File: config.mk
export PLATFORM = sky130hd
export DESIGN_NAME = rau_mul
export DESIGN_NICKNAME = d
export VERILOG_FILES = /design/src/hw/rtl/rau_mul.sv
export SDC_FILE = /design/constraint.sdc
export NUM_CORES = 2
export LEC_CHECK = 0
export BUFFER_PORTS_ARGS = -buffer_cell sky130_fd_sc_hd__buf_2
export CAP_MARGIN = 20
export CORE_ASPECT_RATIO = 0.9
export CORE_UTILIZATION = 36
export DETAILED_ROUTE_END_ITERATION = 6
export SYNTH_ARGS = -nofsm -noshare
export SYNTH_HDL_FRONTEND = slang
export SYNTH_SLANG_ARGS = --single-unit
File: constraint.sdc
create_clock -name i_clk -period 16.25 [get_ports i_clk]
set_clock_uncertainty 0.1 [all_clocks]
set_input_delay 3.25 -clock i_clk [delete_from_list [all_inputs] [get_ports i_clk]]
set_output_delay 3.25 -clock i_clk [all_outputs]
set_load 0.005 [all_outputs]
File: src/hw/rtl/rau_mul.sv
// ----------------------------------------------------------------------------
// rau_mul
// Registered 33x33 signed multiplier, low 64 bits of the product.
// ----------------------------------------------------------------------------
module rau_mul (
    input  logic               i_clk,
    input  logic signed [32:0] i_a,
    input  logic signed [32:0] i_b,
    output logic signed [63:0] o_p
);
    logic signed [65:0] w_full;

    assign w_full = i_a * i_b;

    always_ff @(posedge i_clk) begin
        o_p <= w_full[63:0];
    end
endmodule

==> results.md <==
- For the worst setup path, the data required time is 16,490 ps.
- The number of max-capacitance violations reported is 0.
- The routed via count is 27,389.
- The per-cell routed wire length is 19.3 um.
- The first TritonRoute pass finished after 5 iterations.
- The tree is rooted in a clkbuf_16.
- The final period utilization is 0.746.
- The post-layout worst setup margin is 4130 ps.
- The number of distinct library cell variants in the gate-level netlist after synthesis is 57.
- The synthesized net count is 5,611.
- The critical path depth is 24.
- The number of global-route vias before repair came to 29,830.
- The most critical setup path has its endpoint at o_p[59]$_DFF_P_.
- The count of endpoints failing hold in the final timing report is 0.
- The slowest library cell on the worst path is fa_1.
- The final sum of negative setup slack is 0 ps.
- The most flop-heavy register is o_p.
- In the routed layout, each cell is associated on average with a via count of 4.88.
- The number of synthesized register bits is 64.
- In the synthesized netlist the async set-or-reset flop fraction comes to 0.
- The die covers 0.111 mm^2.
- The worst slew slack as a fraction of its limit is 0.322.
- The initial utilization of the core area, before any placement, comes to 0.366.
- After the last flow step, the layout net total stands at 5,561.
- In this run the worst setup path begins at i_a[32].
- The register with the most flip-flops in the layout has 64 of them.
- The flip-flop cell with the highest count after synthesis is dfxtp_1.
- The sequential-to-total area share from yosys stat is 0.0324.
- The arrival time of the worst setup path is 12,370 ps.
- Clock-pin slew was measured on the worst setup and hold paths at 60 ps.
- The first routing iteration left 1,630 violations.
- At the end of routability-driven placement, the weighted congestion stood at 0.920.
- The quantity of hold-fixing buffers added after cts is 0.
- The signal on the critical path passes through buf_2 > nand2_1 > inv_1 > fa_1 > fa_1 > fa_1 > buf_4 > inv_1 > fa_1 > inv_1 > fa_1 > fa_1 > fa_1 > inv_1 > fa_1 > inv_1 > ha_1 > nand4_1 > nor3_1 > o21a_1 > o31ai_1 > o21bai_1 > a21oi_1 > xnor2_1.
- In this run the most critical hold path is launched from i_b[0].
- The die is 351 um wide.
- Setup violations remaining at the end of the flow were counted as 0.
- The largest registers in the layout are o_p: 64 flops.
- Averaged over all synthesized cells, the footprint is 9.40 um^2.
- 131 I/O pins were placed.
- The number of antenna violations at the first check in global routing is 21.
- The type of the tightest min-delay check is in2reg.
- The wire length of the first global-routing pass is 175,000 um.
- The synthesized design contains 0 enable-type register cells.
- TritonCTS built the clock tree.
- The worst setup path is of the in2reg kind.
- Buffers added to address setup during post-CTS repair amount to 0.
- The detail route stage leaves a number of antenna-violating nets equal to 0.
- The maximum fanout encountered on the critical timing path is 32.
- In this run, CTS created clock tree buffers numbering 9.
- The overall routed net length is 109,000 um.
- The timing-limited maximum frequency is 0.0825 GHz.
- The number of gates resized after CTS was 0.
- The worst setup path is launched from a primary input.
- The max-slew violation count is 0.
- Setup repair after global routing left no endpoint under its margin.
- The number of DRC violations after detailed routing is 0.
- On the critical path the largest part of the delay comes from adder cells.
- In this design, the stage delay of the slowest critical-path cell is 840 ps.
- The nature of the critical path endpoint is a flip-flop.
- The pin count of the biggest net entering global routing is 35.
- The worst-margin pin slew is 1020 ps.
- During placement, the flow inserted port buffers numbering 130.
- Synthesis handed over a netlist of 4,207 instances.
- The remaining global-route overflow is 0.
- The core area is 0.108 mm^2.
- CTS built an H-tree with a depth of 3.
- After floorplanning, the core was divided into 114 placement rows.
- During synthesis, Yosys emitted a total of 0 warnings.
- The worst setup timing slack at the placement stage is 3740 ps.
- Counting stages on the worst path, the most repeated cell is fa_1.
- For this run, the total global-route usage over all layers was measured as 0.208.
- The netlist area before placement is 0.0395 mm^2.
- Counting along the longest clock path gives a buffer depth of 2.
- The total clock sinks is 64.
- The worst path buffer plus inverter count is 7.
- The final critical path time including I/O delays and setup is 12,120 ps.
- Detailed placement finished with a half-perimeter wire length of 86,800 um.
- The height of the die is 316 um.
- The flow ran to the end, and the final reports show no timing, DRC or antenna violations.
- The fraction of layout cells with a size suffix above 1 is 0.0447.
- The area growth from synthesis to layout is 5.64%.
==> cell usage in the layout (no fill, tap or decap), types with 6 or more instances in the layout <==
master     synthesis  routed
xnor2_1           55      55
and2_1           548     548
a21oi_1           69      69
buf_2              0     130
clkbuf_16          0       9
dfxtp_1           64      64
ha_1             212     212
xor2_1            21      21
nor2b_1           32      32
a31oi_1            6       6
o21ai_0           29      29
and3_1             6       6
o21a_1            18      18
nor3_1            11      11
nor2_1            18      18
a21o_1            18      18
o21ai_1            6       6
nand2b_1           9       9
fa_1            1125    1125
nand2_1          547     547
o211ai_1           7       7
o21bai_1           7       7
nand4_1           12      12
nand3_1           18      18
a211oi_1           8       8
inv_1           1086    1086
buf_4              0      31
==> worst min-delay path by stage <==
stage | to | cells after the start
finish | o_p[0]$_DFF_P_ | 2
global route | o_p[0]$_DFF_P_ | 2
CTS | o_p[0]$_DFF_P_ | 2
detailed placement | o_p[41] | 1
global placement | o_p[24] | 1
floorplan | o_p[0]$_DFF_P_ | 1
==> cell usage after synthesis, types with 2 or more instances <==
cell type	number	share of area
a211o_1	2	0.00044
a211oi_1	8	0.0015
a21boi_0	3	0.00057
a21o_1	18	0.0034
a21oi_1	69	0.0087
a221oi_1	2	0.00044
a31oi_1	6	0.00095
and2_1	548	0.087
and3_1	6	0.00095
and4_1	4	0.00089
clkbuf_1	222	0.021
dfxtp_1	64	0.032
fa_1	1125	0.57
ha_1	212	0.067
inv_1	1086	0.10
nand2_1	547	0.052
nand2b_1	9	0.0014
nand3_1	18	0.0023
nand4_1	12	0.0019
nor2_1	18	0.0017
nor2b_1	32	0.0051
nor3_1	11	0.0014
nor4_1	4	0.00063
o2111ai_1	2	0.00044
o211ai_1	7	0.0013
o21a_1	18	0.0034
o21ai_0	29	0.0037
o21ai_1	6	0.00076
o21bai_1	7	0.0013
o2bb2ai_1	2	0.00044
o311a_1	2	0.00051
o31a_1	2	0.00044
o31ai_1	4	0.00076
or3_1	4	0.00063
or4_1	2	0.00038
xnor2_1	55	0.012
xor2_1	21	0.0047
==> final cells by class <==
| class | count | area, um^2 |
|---|---|---|
| Sequential cell | 64 | 1280 |
| Clock buffer | 10 | 239 |
| Clock inverter | 6 | 115 |
| Fill cell | 10980 | 66300 |
| Antenna cell | 3 | 7.51 |
| Timing Repair Buffer | 161 | 883 |
| Inverter | 1086 | 4080 |
| Multi-Input combinational cell | 2835 | 33400 |
| Tap cell | 1450 | 1810 |
==> per-layer routing <==
layer,wire (um),GRT usage,vias to the layer above
met5,172,0,-
met4,2360,0.0497,28
met3,9500,0.0554,152
met2,49300,0.323,931
met1,47200,0.291,14465
li1,-,-,11813
==> per-stage QoR <==
step / instance area (um^2) / utilization / hold slack [ps] / instances
2_1_floorplan: 39500 / - / 3280 / 4207
3_3_place_gp: 41400 / 0.383 / 3530 / 5596
3_5_place_dp: 41400 / 0.383 / 3520 / 5596
4_1_cts: 41800 / 0.386 / 3290 / 5612
5_1_grt: 41800 / 0.386 / 3330 / 5613
6_report: 41800 / 0.386 / 3320 / 5615
==> cells by family after synthesis <==
kind of cell             count (synthesis)  synth area share
buffers and inverters                 1308             0.124
flip-flops                              64            0.0324
XOR/XNOR                                76            0.0168
multiplexers                             1          0.000253
adder cells (fa/ha/maj)               1337             0.637
AND/OR/NAND/NOR                       1221             0.157
AO/OA/AOI/OAI                          200            0.0325
Power is left out: the tool's default activity adds up to more than one toggle a clock period on the data nets, which glitch-free logic cannot reach.
