$ cat config.mk
export PLATFORM = sky130hd
export DESIGN_NAME = rau_div
export DESIGN_NICKNAME = d
export VERILOG_FILES = /design/src/hw/rtl/rau_pkg.sv /design/src/hw/rtl/rau_div.sv
export SDC_FILE = /design/constraint.sdc
export NUM_CORES = 1
export LEC_CHECK = 0
export ABC_AREA = 0
export BUFFER_PORTS_ARGS = -buffer_cell sky130_fd_sc_hd__clkbuf_2
export CAP_MARGIN = 20
export CORE_MARGIN = 10
export CORE_UTILIZATION = 55
export DETAILED_ROUTE_END_ITERATION = 12
export GPL_TIMING_DRIVEN = 0
export PLACE_DENSITY = 0.89
export REMOVE_ABC_BUFFERS = 1
export SETUP_SLACK_MARGIN = 0.1
export SLEW_MARGIN = 5
export SYNTH_ARGS = -nofsm -noshare
export SYNTH_HDL_FRONTEND = slang
export SYNTH_SLANG_ARGS = --single-unit
$ cat constraint.sdc
create_clock -name i_clk -period 10.11 [get_ports i_clk]
set_clock_uncertainty 0.2 [all_clocks]
set_input_delay 2.5275 -clock i_clk [delete_from_list [all_inputs] [get_ports i_clk]]
set_output_delay 2.5275 -clock i_clk [all_outputs]
set_load 0.05 [all_outputs]
$ cat src/hw/rtl/rau_pkg.sv
// ----------------------------------------------------------------------------
// rau_pkg
// Shared types and codes for the rational arithmetic unit.
// ----------------------------------------------------------------------------
package rau_pkg;

    localparam logic [2:0] CMD_ADD = 3'd0;
    localparam logic [2:0] CMD_SUB = 3'd1;
    localparam logic [2:0] CMD_MUL = 3'd2;
    localparam logic [2:0] CMD_DIV = 3'd3;
    localparam logic [2:0] CMD_CMP = 3'd4;

    localparam logic [1:0] ST_OK   = 2'd0;
    localparam logic [1:0] ST_DIVZ = 2'd1;
    localparam logic [1:0] ST_ZDEN = 2'd2;
    localparam logic [1:0] ST_OVF  = 2'd3;

    localparam logic [1:0] ORD_LESS    = 2'd0;
    localparam logic [1:0] ORD_EQUAL   = 2'd1;
    localparam logic [1:0] ORD_GREATER = 2'd2;

    typedef struct packed {
        logic [2:0]         command;
        logic signed [31:0] left_num;
        logic [30:0]        left_den;
        logic signed [31:0] right_num;
        logic [30:0]        right_den;
    } t_in;

    typedef struct packed {
        logic signed [31:0] result_num;
        logic [30:0]        result_den;
        logic [1:0]         status;
        logic [1:0]         order;
    } t_out;

    // start strobe from the sequencer to an iterative unit (done is a separate port)
    typedef struct packed {
        logic start;
    } t_ctl;

endpackage

$ cat src/hw/rtl/rau_div.sv
// ----------------------------------------------------------------------------
// rau_div
// Restoring divider, 64-bit unsigned, one quotient bit per cycle.
// ----------------------------------------------------------------------------
module rau_div (
    input  logic          i_clk,
    input  logic          i_rst_n,
    input  rau_pkg::t_ctl i_ctl,
    input  logic [63:0]   i_n,
    input  logic [63:0]   i_d,
    output logic          o_done,
    output logic [63:0]   o_q
);
    logic [63:0] r_rem;
    logic [64:0] w_t, w_sub;
    logic [63:0] r_q, r_d;
    logic [6:0]  r_cnt;
    logic        r_busy;
    logic        w_ge;

    assign w_t   = {r_rem, r_q[63]};
    assign w_sub = w_t - {1'b0, r_d};
    assign w_ge  = w_t >= {1'b0, r_d};
    assign o_q   = r_q;

    always_ff @(posedge i_clk) begin
        if (!i_rst_n) begin
            r_busy <= 1'b0;
            o_done <= 1'b0;
            r_cnt  <= 7'd0;
        end else begin
            o_done <= !i_ctl.start && r_busy && (r_cnt == 7'd63);
            if (i_ctl.start) begin
                r_busy <= 1'b1;
                r_cnt  <= 7'd0;
            end else if (r_busy) begin
                r_cnt <= r_cnt + 7'd1;
                if (r_cnt == 7'd63) begin
                    r_busy <= 1'b0;
                end
            end
        end
    end

    always_ff @(posedge i_clk) begin
        if (i_ctl.start) begin
            r_rem <= 64'd0;
            r_q   <= i_n;
            r_d   <= i_d;
        end else if (r_busy) begin
            r_rem <= w_ge ? w_sub[63:0] : w_t[63:0];
            r_q   <= {r_q[62:0], w_ge};
        end
    end
endmodule

==> results.yml <==
status:
  outcome: "finished, final reports clean"
yosys:
  ys_seq_elements: 201
  yosys_warnings: 0
  synth_edf_count: 128
  ys_async_sr_fraction_pct: 0
  yosysSeqAreaShare_pct: 44.58
  synthCells: 1198
  ys.flop_type: "edfxtp_1"
  syn-mean-instance-area_um2: 9.933
  syn-cell-area_um2: 11900
  synth_cell_types: 70
placed_design:
  port_buffers: 195
  placed_cell_area_um2: 13070
  post-place-ws_ns: 4.916
  routabilityCongestion: 0.9383
  dp_hpwl_um: 22950
  dp.cells: 1613
sta:
  maxSlewHeadroom_pct: 33.15
  fin_crit_sh_pct: 45.84
  hold_viol: 0
  min_period_ns: 4.634
  setup_viol: 0
  fin_ws_ns: 5.476
  worst_pin_slew_ns: 1.003
  slew_viol_final: 0
  hold_slack_ns: 0.2757
  rsz0062_at_grt: "false"
  setup_tns_ns: 0
  timing.fmax_ghz: 0.2158
clock_network:
  clkLatencyLatePin_ns: 0.54
  htreeDepth: 1
  cts_tree: "done"
  clock-sinks: 201
  postCtsSetupBuffers: 0
  cts.repair.resized: 0
  postCtsHoldBufs: 0
  numCtsBuffers: 23
  cts-root-buf: "clkbuf_16"
  clkTransAtPathRegs_ns: 0.06
  clockBufferDepth: 3
floorplanning:
  dieHeight_um: 167.1
  die_x_um: 167.1
  rows: 53
  coreArea_um2: 21150
  die_area_um2: 27920
  initial_core_util_pct: 56.25
  io_pins: 196
worst_setup_path:
  cpPeakStageDelay_ns: 0.50
  worst-path-max-fanout: 93
  startpoint_type: "input port"
  cp.arrival_ns: 4.65
  end_kind: "flop"
  timing.rr.start: "r_d[9]"
  crit_type: "input port to flop"
  worstPathCellList: "clkbuf_8 > buf_16 > nor2_2 > buf_8 > inv_2 > buf_12"
  critPathLaunch: "i_ctl"
  slowest_stage: "clkbuf_8"
  cp.required_ns: 10.12
grt:
  grt_util_all_layers_pct: 21.11
  first_global_vias: 9690
  grt_max_degree: 94
  grt_pass1_wl_um: 49720
  antenna_found_initial: 2
  grt_overflow: 0
hold_path:
  min-delay-start: "r_rem[30]"
  hp-class: "flop to flop"
routing:
  ant_nets: 0
  top_layer: "met5"
  vias_per_cell: 5.878
  routedWlPerCell_um: 18.62
  totalWireLength_um: 30810
  vias: 9728
  drt_iter0_drc: 768
  dr.pass1.iters: 5
  wl_met2_um: 14590
  wl_met3_um: 3108
  wl_met1_um: 12240
  drc: 0
pwr:
  finalPower_mw: 2.460
  vdd_drop_max_mv: 0.2139
  power.leakage_nw: 5.952
  power.density_nw_per_um2: 177.7
finish:
  layout_commonest_cell: "clkbuf_2"
  syn_to_final_growth_pct: 16.34
  utilization_pct: 65.45
  finalNetCount: 1560
  final_area_um2: 13840
  diodes: 0
  layout_common_cells: "clkbuf_2, edfxtp_1, nand2_1"
  drive_above_1_share_pct: 23.19
  final_cell_count_no_fill: 1655
  fillers: 1630
job:
  cap_violations: 0
[worst max-delay path, delay by kind of cell]
kind / cells / cell delay [ns]
AND/OR/NAND/NOR: 1 / 0.14
buffers and inverters: 5 / 1.82
[area by class of cell]
cell class	instances	area [µm²]	area share (%)
clock buffers	33	673.1	4.862
inverters	88	330.3	2.386
well taps	275	344.1	2.485
multi-input cells	848	5992	43.28
repair buffers	201	1097	7.926
clock inverters	9	98.84	0.7140
flip-flops and latches	201	5309	38.35
[sequential cells by signal (all words and copies together), names as in the netlist]
signal	count
o_q	64
r_busy	1
o_done	1
r_d	64
r_rem	64
r_cnt	7
[synth_stat cells (all sizes together) (11+ instances only)]
cell type / count / area share [%]
a211oi: 33 / 2.1
a21o: 35 / 2.2
a21oi: 79 / 3.4
a311oi: 16 / 1.2
buf: 11 / 0.81
clkbuf: 50 / 1.6
dfxtp: 73 / 12
edfxtp: 128 / 32
ha: 65 / 6.8
inv: 88 / 2.8
mux2: 66 / 6.2
mux2i: 38 / 3.2
nand2: 111 / 3.5
nand4: 27 / 1.4
nor2: 97 / 3.1
nor3: 17 / 0.71
o211ai: 12 / 0.76
o21a: 13 / 0.82
o21ai: 57 / 2.4
o21bai: 14 / 0.88
xnor2: 32 / 2.4
xor2: 23 / 1.7
[kinds of logic (layout without fill, tap and decap cells)]
family,Yosys count,count (layout),share of synthesized area [%]
AO/OA/AOI/OAI,313,313,17.80
XOR/XNOR,55,55,4.048
adder cells (fa/ha/maj),66,66,7.002
buffers and inverters,149,331,5.162
flip-flops,201,201,44.58
multiplexers,104,104,9.442
AND/OR/NAND/NOR,310,310,11.97
[worst paths after layout]
path              slack (ns)  depth (start not counted)   endpoint
setup / recovery        5.48                          6    o_q[14]
setup reg to reg        5.54                         12  r_rem[56]
hold / removal          0.28                          2  r_rem[30]
hold reg to reg         0.28                          2  r_rem[30]
[power by group]
part	switching [mW]	internal (mW)
sequential	0.0458	0.953
clock	0.343	0.494
combinational	0.398	0.226
total	0.787	1.67
[per-layer routing]
layer | GRT usage [%] | vias to the layer above
li1 | - | 4724
met1 | 25.12 | 4503
met2 | 35.08 | 442
met3 | 7.303 | 57
met4 | 6.682 | 2
met5 | 0 | -
(Power assumes the default switching activity.)
